File: src/cdfs_pkg.sv
`default_nettype none

package cdfs_pkg;

   // Hash register constants
   localparam logic [63:0] SEED_CONST      = 64'h9E37_79B9_7F4A_7C15;
   localparam logic [63:0] MIX_MUL_A       = 64'hBF58_476D_1CE4_E5B9;
   localparam logic [63:0] MIX_MUL_B       = 64'h94D0_49BB_1331_11EB;
   // FNV prime is 2^40 + 0x1B3
   localparam int unsigned FNV_PRIME_SHIFT = 40;
   localparam logic [63:0] FNV_PRIME_LOW   = 64'h0000_0000_0000_01B3;

   // Input command codes
   localparam logic [1:0] CMD_START    = 2'd0;
   localparam logic [1:0] CMD_ABSORB   = 2'd1;
   localparam logic [1:0] CMD_FINALIZE = 2'd2;
   localparam logic [1:0] CMD_GENERATE = 2'd3;

   // Result kinds
   localparam logic KIND_DIGEST = 1'b0;
   localparam logic KIND_BYTE   = 1'b1;

   localparam logic [1:0] LAST_WORD = 2'd3;

   typedef enum logic [3:0] {
      ST_IDLE,
      ST_SEED,
      ST_FOLD,
      ST_GEN,
      ST_GEN_EMIT,
      ST_XS30,
      ST_MA_LL,
      ST_MA_HL,
      ST_MA_LH,
      ST_XS27,
      ST_MB_LL,
      ST_MB_HL,
      ST_MB_LH,
      ST_XS31,
      ST_WORD_EMIT
   } state_type;

   typedef enum logic [3:0] {
      OP_NONE,
      OP_SEED,
      OP_FOLD,
      OP_XS30,
      OP_XS27,
      OP_XS31,
      OP_MUL_LL,
      OP_MUL_HL,
      OP_MUL_LH
   } dp_op_type;

   typedef struct packed {
      logic       capture;
      dp_op_type  op;
      logic       mul_sel_b;
      logic       load_out;
      logic       out_kind;
      logic       out_last;
      logic [1:0] out_index;
   } dp_cmd_type;

   // x * (2^40 + 0x1B3) modulo 2^64: a shift and a narrow constant product
   function automatic logic [63:0] fnv_mul(input logic [63:0] x);
      logic [63:0] shifted;
      logic [63:0] low_part;
      shifted  = x << FNV_PRIME_SHIFT;
      low_part = x * FNV_PRIME_LOW;
      return shifted + low_part;
   endfunction

endpackage

`default_nettype wire

File: src/compute_digest_and_fill_stream.sv
`default_nettype none

// Digest and filler-stream engine. One 64-bit hash register (reset to the
// golden-ratio seed) takes commands one at a time: start seeds it from the
// opcode, absorb folds in a byte FNV-1a style, finalize runs four splitmix64
// rounds and returns four 32-bit digest words (upper OR lower half of the
// register after each round, word_index 0..3, last on word 3), and generate
// folds in a byte position and returns the register's top byte as filler
// (kind 1, last set). Start and absorb end after their seed or fold step;
// generate folds and then emits. A finalize round runs xorshift, multiply,
// xorshift, multiply, xorshift and emit; the single shared 32x32 multiplier
// needs three passes for each of the two 64-bit constant products in it.
// req_stall is high while a command is in progress; results sit in an
// output register, so a new item is taken while the last result still waits.
// Commands are not checked for sequence: each one acts on the current hash.

module compute_digest_and_fill_stream (
   input  wire logic        clock,
   input  wire logic        reset,
   // command channel
   input  wire logic        req_valid,
   output logic             req_stall,
   input  wire logic [1:0]  req_cmd,
   input  wire logic [31:0] req_opcode,
   input  wire logic [7:0]  req_data_byte,
   input  wire logic [31:0] req_position,
   // result channel
   output logic             rsp_valid,
   input  wire logic        rsp_stall,
   output logic             rsp_kind,
   output logic [31:0]      rsp_value,
   output logic [1:0]       rsp_word_index,
   output logic             rsp_last
);

   // controller drives the datapath one operation per cycle, pausing while a result waits in the output register
   cdfs_pkg::dp_cmd_type dp_cmd;

   cdfs_ctrl u_ctrl (
      .clock     (clock),
      .reset     (reset),
      .req_valid (req_valid),
      .req_cmd   (req_cmd),
      .req_stall (req_stall),
      .rsp_valid (rsp_valid),
      .rsp_stall (rsp_stall),
      .dp_cmd    (dp_cmd)
   );

   // hash register, multiply accumulator, operand capture and result payload
   cdfs_datapath u_datapath (
      .clock          (clock),
      .reset          (reset),
      .dp_cmd         (dp_cmd),
      .req_cmd        (req_cmd),
      .req_opcode     (req_opcode),
      .req_data_byte  (req_data_byte),
      .req_position   (req_position),
      .rsp_kind       (rsp_kind),
      .rsp_value      (rsp_value),
      .rsp_word_index (rsp_word_index),
      .rsp_last       (rsp_last)
   );

endmodule

`default_nettype wire

File: src/cdfs_datapath.sv
`default_nettype none

module cdfs_datapath (
   input  wire logic                clock,
   input  wire logic                reset,
   input  wire cdfs_pkg::dp_cmd_type dp_cmd,
   input  wire logic [1:0]          req_cmd,
   input  wire logic [31:0]         req_opcode,
   input  wire logic [7:0]          req_data_byte,
   input  wire logic [31:0]         req_position,
   output logic                     rsp_kind,
   output logic [31:0]              rsp_value,
   output logic [1:0]               rsp_word_index,
   output logic                     rsp_last
);

   logic [63:0] hash_ff, hash_in;
   logic [63:0] acc_ff, acc_in;
   logic [31:0] operand_ff, operand_in;
   logic        kind_ff, last_ff;
   logic [31:0] value_ff, value_in;
   logic [1:0]  index_ff;

   logic [63:0] mul_const;
   logic [31:0] mul_a, mul_b;
   logic [63:0] prod;
   logic [31:0] cross_sum;

   // Shared 32x32 multiplier: three passes build one 64-bit product
   always_comb begin
      mul_const = dp_cmd.mul_sel_b ? cdfs_pkg::MIX_MUL_B : cdfs_pkg::MIX_MUL_A;
      mul_a     = (dp_cmd.op == cdfs_pkg::OP_MUL_HL) ? hash_ff[63:32] : hash_ff[31:0];
      mul_b     = (dp_cmd.op == cdfs_pkg::OP_MUL_LH) ? mul_const[63:32] : mul_const[31:0];
      prod      = {32'd0, mul_a} * {32'd0, mul_b};
      cross_sum = acc_ff[63:32] + prod[31:0];
   end

   always_comb begin
      operand_in = operand_ff;
      if (dp_cmd.capture) begin
         case (req_cmd)
            cdfs_pkg::CMD_START:    operand_in = req_opcode;
            cdfs_pkg::CMD_ABSORB:   operand_in = {24'd0, req_data_byte};
            cdfs_pkg::CMD_GENERATE: operand_in = req_position;
            default:                operand_in = operand_ff;
         endcase
      end
   end

   always_comb begin
      hash_in = hash_ff;
      acc_in  = acc_ff;
      case (dp_cmd.op)
         cdfs_pkg::OP_SEED:
            hash_in = cdfs_pkg::SEED_CONST ^ cdfs_pkg::fnv_mul({32'd0, operand_ff});
         cdfs_pkg::OP_FOLD:
            hash_in = cdfs_pkg::fnv_mul(hash_ff ^ {32'd0, operand_ff});
         cdfs_pkg::OP_XS30:   hash_in = hash_ff ^ (hash_ff >> 30);
         cdfs_pkg::OP_XS27:   hash_in = hash_ff ^ (hash_ff >> 27);
         cdfs_pkg::OP_XS31:   hash_in = hash_ff ^ (hash_ff >> 31);
         cdfs_pkg::OP_MUL_LL: acc_in  = prod;
         cdfs_pkg::OP_MUL_HL: acc_in  = {cross_sum, acc_ff[31:0]};
         cdfs_pkg::OP_MUL_LH: hash_in = {cross_sum, acc_ff[31:0]};
         default: begin
            hash_in = hash_ff;
            acc_in  = acc_ff;
         end
      endcase
   end

   always_comb begin
      if (dp_cmd.out_kind == cdfs_pkg::KIND_BYTE) begin
         value_in = {24'd0, hash_ff[63:56]};
      end else begin
         value_in = hash_ff[63:32] | hash_ff[31:0];
      end
   end

   always_ff @(posedge clock) begin
      if (reset) begin
         hash_ff <= cdfs_pkg::SEED_CONST;
      end else begin
         hash_ff <= hash_in;
      end
   end

   always_ff @(posedge clock) begin
      acc_ff     <= acc_in;
      operand_ff <= operand_in;
      if (dp_cmd.load_out) begin
         kind_ff  <= dp_cmd.out_kind;
         value_ff <= value_in;
         index_ff <= dp_cmd.out_index;
         last_ff  <= dp_cmd.out_last;
      end
   end

   assign rsp_kind       = kind_ff;
   assign rsp_value      = value_ff;
   assign rsp_word_index = index_ff;
   assign rsp_last       = last_ff;

endmodule

`default_nettype wire

File: src/cdfs_ctrl.sv
`default_nettype none

module cdfs_ctrl (
   input  wire logic                 clock,
   input  wire logic                 reset,
   input  wire logic                 req_valid,
   input  wire logic [1:0]           req_cmd,
   output logic                      req_stall,
   output logic                      rsp_valid,
   input  wire logic                 rsp_stall,
   output cdfs_pkg::dp_cmd_type      dp_cmd
);

   cdfs_pkg::state_type state_ff, state_in;
   logic [1:0] round_ff, round_in;
   logic       rsp_valid_ff, rsp_valid_in;
   logic       slot_free;

   assign slot_free = !rsp_valid_ff || !rsp_stall;
   assign req_stall = (state_ff != cdfs_pkg::ST_IDLE);
   assign rsp_valid = rsp_valid_ff;

   always_ff @(posedge clock) begin
      if (reset) begin
         state_ff     <= cdfs_pkg::ST_IDLE;
         round_ff     <= 2'd0;
         rsp_valid_ff <= 1'b0;
      end else begin
         state_ff     <= state_in;
         round_ff     <= round_in;
         rsp_valid_ff <= rsp_valid_in;
      end
   end

   always_comb begin
      state_in         = state_ff;
      round_in         = round_ff;
      dp_cmd           = '0;
      dp_cmd.op        = cdfs_pkg::OP_NONE;
      dp_cmd.out_kind  = cdfs_pkg::KIND_DIGEST;
      case (state_ff)
         cdfs_pkg::ST_IDLE: begin
            if (req_valid) begin
               dp_cmd.capture = 1'b1;
               round_in       = 2'd0;
               case (req_cmd)
                  cdfs_pkg::CMD_START:    state_in = cdfs_pkg::ST_SEED;
                  cdfs_pkg::CMD_ABSORB:   state_in = cdfs_pkg::ST_FOLD;
                  cdfs_pkg::CMD_FINALIZE: state_in = cdfs_pkg::ST_XS30;
                  cdfs_pkg::CMD_GENERATE: state_in = cdfs_pkg::ST_GEN;
                  default:                state_in = cdfs_pkg::ST_IDLE;
               endcase
            end
         end
         cdfs_pkg::ST_SEED: begin
            dp_cmd.op = cdfs_pkg::OP_SEED;
            state_in  = cdfs_pkg::ST_IDLE;
         end
         cdfs_pkg::ST_FOLD: begin
            dp_cmd.op = cdfs_pkg::OP_FOLD;
            state_in  = cdfs_pkg::ST_IDLE;
         end
         cdfs_pkg::ST_GEN: begin
            dp_cmd.op = cdfs_pkg::OP_FOLD;
            state_in  = cdfs_pkg::ST_GEN_EMIT;
         end
         cdfs_pkg::ST_GEN_EMIT: begin
            // hold until the output register frees up
            dp_cmd.out_kind = cdfs_pkg::KIND_BYTE;
            dp_cmd.out_last = 1'b1;
            if (slot_free) begin
               dp_cmd.load_out = 1'b1;
               state_in        = cdfs_pkg::ST_IDLE;
            end
         end
         cdfs_pkg::ST_XS30: begin
            dp_cmd.op = cdfs_pkg::OP_XS30;
            state_in  = cdfs_pkg::ST_MA_LL;
         end
         cdfs_pkg::ST_MA_LL: begin
            dp_cmd.op = cdfs_pkg::OP_MUL_LL;
            state_in  = cdfs_pkg::ST_MA_HL;
         end
         cdfs_pkg::ST_MA_HL: begin
            dp_cmd.op = cdfs_pkg::OP_MUL_HL;
            state_in  = cdfs_pkg::ST_MA_LH;
         end
         cdfs_pkg::ST_MA_LH: begin
            dp_cmd.op = cdfs_pkg::OP_MUL_LH;
            state_in  = cdfs_pkg::ST_XS27;
         end
         cdfs_pkg::ST_XS27: begin
            dp_cmd.op = cdfs_pkg::OP_XS27;
            state_in  = cdfs_pkg::ST_MB_LL;
         end
         cdfs_pkg::ST_MB_LL: begin
            dp_cmd.op        = cdfs_pkg::OP_MUL_LL;
            dp_cmd.mul_sel_b = 1'b1;
            state_in         = cdfs_pkg::ST_MB_HL;
         end
         cdfs_pkg::ST_MB_HL: begin
            dp_cmd.op        = cdfs_pkg::OP_MUL_HL;
            dp_cmd.mul_sel_b = 1'b1;
            state_in         = cdfs_pkg::ST_MB_LH;
         end
         cdfs_pkg::ST_MB_LH: begin
            dp_cmd.op        = cdfs_pkg::OP_MUL_LH;
            dp_cmd.mul_sel_b = 1'b1;
            state_in         = cdfs_pkg::ST_XS31;
         end
         cdfs_pkg::ST_XS31: begin
            dp_cmd.op = cdfs_pkg::OP_XS31;
            state_in  = cdfs_pkg::ST_WORD_EMIT;
         end
         cdfs_pkg::ST_WORD_EMIT: begin
            dp_cmd.out_index = round_ff;
            dp_cmd.out_last  = (round_ff == cdfs_pkg::LAST_WORD);
            if (slot_free) begin
               dp_cmd.load_out = 1'b1;
               round_in        = round_ff + 2'd1;
               state_in        = (round_ff == cdfs_pkg::LAST_WORD) ? cdfs_pkg::ST_IDLE
                                                                   : cdfs_pkg::ST_XS30;
            end
         end
         default: begin
            state_in = cdfs_pkg::ST_IDLE;
         end
      endcase

      if (dp_cmd.load_out) begin
         rsp_valid_in = 1'b1;
      end else begin
         rsp_valid_in = rsp_valid_ff && rsp_stall;
      end
   end

endmodule

`default_nettype wire

File: config.mk
export PLATFORM = sky130hd
export DESIGN_NAME = compute_digest_and_fill_stream
export DESIGN_NICKNAME = d
export VERILOG_FILES = /design/src/cdfs_pkg.sv /design/src/compute_digest_and_fill_stream.sv /design/src/cdfs_datapath.sv /design/src/cdfs_ctrl.sv
export SDC_FILE = /design/constraint.sdc
export NUM_CORES = 2
export LEC_CHECK = 0
export BUFFER_PORTS_ARGS = -buffer_cell sky130_fd_sc_hd__clkbuf_2
export CAP_MARGIN = 20
export CORE_ASPECT_RATIO = 0.7
export CORE_UTILIZATION = 28
export DETAILED_ROUTE_END_ITERATION = 8
export SYNTH_ARGS = -nofsm -noshare
export SYNTH_HDL_FRONTEND = slang
export SYNTH_SLANG_ARGS = --single-unit
File: constraint.sdc
create_clock -name clock -period 9.98 [get_ports clock]
set_input_delay 1.996 -clock clock [delete_from_list [all_inputs] [get_ports clock]]
set_output_delay 1.996 -clock clock [all_outputs]
set_load 0.03 [all_outputs]
==> impl_summary.md <==
Drt
The routed design uses 37500 um of met3 wire. In the routed design, unresolved DRC markers number 0. The highest layer touched by signal routing is met5. The number of DRC violations after detailed-routing iteration 0 is 6235.

The detailed router put a total of 114000 um of wire on met1. The wire length per cell is 26.0 um. The detail route stage leaves a number of antenna-violating nets equal to 0.

The aggregate routed wire length is 252000 um. The first detailed-routing pass took 9 iterations. The routed via count is 50000. The number of vias per cell after detailed routing is 5.15.

In the detailed route, the total length drawn on met2 is 94400 um.

Clock network
Clock-pin slew was measured on the worst setup and hold paths at 0.07 ns. The clock passes through at most 3 buffers. The TritonCTS sink count is 203. At the later pin of the worst-skew pair, clock insertion delay measures 0.65 ns. The buffer cell driving the clock tree root is clkbuf_16. TritonCTS built the clock tree. In this run, CTS created clock tree buffers numbering 26.

CTS built an H-tree with a depth of 1.

Critical path
The cell that appears most often on the critical path is fa_1. For the worst flop-to-flop path, the logic depth is 34. The nature of the critical path startpoint is a register. The worst register-to-register path begins at u_ctrl.state_ff[3]$_SDFFE_PP0P_. The reg-to-reg critical path endpoint is u_datapath.hash_ff[63]$_SDFFE_PP1P_.

Of all nets on the critical path, the largest fanout is 36. The setup path with the least slack is of type register to register. The slowest stage of the critical path is the fa_2 cell. The timing startpoint of the critical path is u_ctrl.state_ff[3]$_SDFFE_PP0P_. For the worst setup path, the data required time is 10.53 ns. The data arrival time at the worst-slack endpoint is 10.31 ns. STA classifies the critical path endpoint as a register.

For this run, the slowest stage of the critical path takes 0.72 ns. The register-to-register setup slack is 0.22 ns.

Synth
Synthesis produced 6449 cells. For this run, the register share of the synthesized area comes to 9.03%. Counting every net in the synthesized netlist gives 8379. The post-synthesis cell type count is 101. The post-synth design cell area is 0.0596 mm2. Counting flops and latches in the post-synthesis netlist gives 203. Yosys attributes the largest share of cell area to fa_1, ha_1, inv_1, edfxtp_1, nor2_1.

After synthesis, the largest area contributor takes up 39.8% of total cell area. For this run, the number of Yosys warnings is 0. The mean cell area of the mapped netlist is 9.24 um2. The synthesized design contains 132 enable-type register cells. The share of async-settable or async-resettable flops after synthesis is 0%. The main flop type after synthesis is edfxtp_1.

The synthesized design spends more area on one cell type than any other, namely fa_1.

Timing
The relative slew slack is 12.1%. The measured slew at the worst slew-check pin is 1.32 ns. Based on the critical path, the design can be clocked at up to 102 MHz.

The final-report setup violation count is 0. The post-route clock skew is 0.0526 ns. The worst path uses 97.8% of the clock period.

The number of pins exceeding their max-slew limit in the final report came to 0. The final sum of negative setup slack is 0 ns. The final hold violation count is 0.

The minimum period implied by the final worst setup slack is 9.76 ns.

Layout
The library cell used most frequently in the layout, excluding fill and tap cells, is inv_1. In the layout the commonest cells are inv_1, fa_1, ha_1, buf_4, nor2_1. The area growth from synthesis to layout is 14.8%. Fill cells in the final layout number 22100. The final cell area excluding filler cells is 0.0684 mm2. Cells with a size suffix above 1 make up 12.6% of the layout. Once layout is complete, the cells apart from fillers number 9700. After the last flow step, the layout net total stands at 8820.

Die
The floorplan has 141 rows. The effective utilization at floorplan is 28.2%. The overall die area is 0.215 mm2. The placeable core region is 0.211 mm2. The floorplan step set the die width to 553 um. The top-level port count is 116. The height of the chip is 388 um.

GRT
The overall global routing resource usage is 23.5%. Entering global routing, the biggest net connects 48 pins. The via count of the first global-routing pass came to 50800. The first global-routing pass estimated 365000 um of wire. The remaining global-route overflow is 0. The number of antenna violations at the first check in global routing is 7.

Min path
The depth of the worst hold-timing path is 2. The startpoint identified for the worst hold timing path is u_ctrl.round_ff[1]$_SDFFE_PP0P_. The class of the most critical hold timing path is register to register. The worst hold path terminates at u_ctrl.round_ff[1]$_SDFFE_PP0P_.

Placement
The number of cells in the design after placement is 9636. The HPWL after detailed placement is 222000 um. The global placer's final weighted congestion is 1.05. The number of port buffers is 115.

The post-place instance area is 0.0669 mm2.

Run status
The flow ran to the end, and the final reports show no timing, DRC or antenna violations.

Run
The max-cap violation count is 0.
flip-flops by register name, summed over array words and instances (netlist names), 2 cells and up:
name,flops
u_datapath.rsp_value,32
u_datapath.rsp_word_index,2
u_ctrl.state_ff,4
u_datapath.operand_ff,32
u_datapath.hash_ff,64
u_ctrl.round_ff,2
u_datapath.acc_ff,64
repair_timing:
action | 4_1_cts | 5_1_grt
resized for setup | 13 | 87
hold buffers | 0 | 0
pin swaps | 0 | 19
buffers inserted | 0 | 9
hold endpoints to repair | 0 | 0
setup endpoints to repair | 20 | 42
synth_stat cells (33+ instances only):
library cell  count
inv_1          1494
fa_1           1186
ha_1            666
nor2_1          517
nand2_1         359
a21oi_1         292
clkbuf_1        202
o21ai_0         192
edfxtp_1        132
xnor2_1         131
xor2_1          124
a21o_1           91
and2_1           86
dfxtp_1          71
nor3_1           67
nand2b_1         51
nand3_1          49
nand4_1          45
a221oi_1         35
a31oi_1          35
and3_1           35
a211oi_1         33
o221ai_1         33
stage by stage:
stage | hold slack [ns] | setup slack [ns] | util (%)
after global routing | 0.580 | -0.0306 | 32.4
after detailed placement | 0.509 | -0.430 | 31.7
final | 0.517 | 0.223 | 32.4
after CTS | 0.527 | 0.00728 | 32.1
after floorplan | 0.471 | 0.0413 | -
after global placement | 0.494 | -0.236 | 31.7
final cells by class:
| class | count | area (um2) | area share, % |
|---|---|---|---|
| Multi-Input combinational cell | 4482 | 48100 | 70.3 |
| Sequential cell | 203 | 5390 | 7.88 |
| Clock inverter | 15 | 116 | 0.170 |
| Antenna cell | 2 | 5.00 | 0.00731 |
| Timing Repair Buffer | 667 | 4900 | 7.15 |
| Clock buffer | 33 | 771 | 1.13 |
| Inverter | 1510 | 5680 | 8.29 |
| Tap cell | 2788 | 3490 | 5.10 |
cells by family after synthesis:
family / after synthesis / share of synthesized area [%]
simple gates: 1295 / 9.77
fa+ha+maj: 1853 / 53.8
mux: 32 / 0.609
buf+inv: 1764 / 11.2
compound gates: 1047 / 11.8
flops: 203 / 9.03
xor+xnor: 255 / 3.75
worst max path at each step:
| stage | to |
|---|---|
| after floorplan | u_datapath.acc_ff[63]$_DFFE_PP_ |
| after global placement | u_datapath.hash_ff[63]$_SDFFE_PP1P_ |
| after detailed placement | u_datapath.hash_ff[61]$_SDFFE_PP0P_ |
| after CTS | u_datapath.hash_ff[63]$_SDFFE_PP1P_ |
| after global routing | u_datapath.hash_ff[63]$_SDFFE_PP1P_ |
| final | u_datapath.hash_ff[63]$_SDFFE_PP1P_ |
layer usage:
metal | up-vias | GRT usage, %
met3 | 318 | 9.81
met4 | 6 | 4.24
met5 | - | 0
li1 | 21400 | -
met1 | 25400 | 35.2
met2 | 2841 | 30.8
worst max-delay path, delay by kind of cell, from the launching register on:
family,cells,cell delay (ns)
simple gates,9,1.72
flops,1,0.37
fa+ha+maj,10,4.84
buf+inv,8,1.09
compound gates,5,1.26
xor+xnor,2,0.31
Power is left out: the tool's default activity adds up to more than one toggle a clock period on the data nets, which glitch-free logic cannot reach.
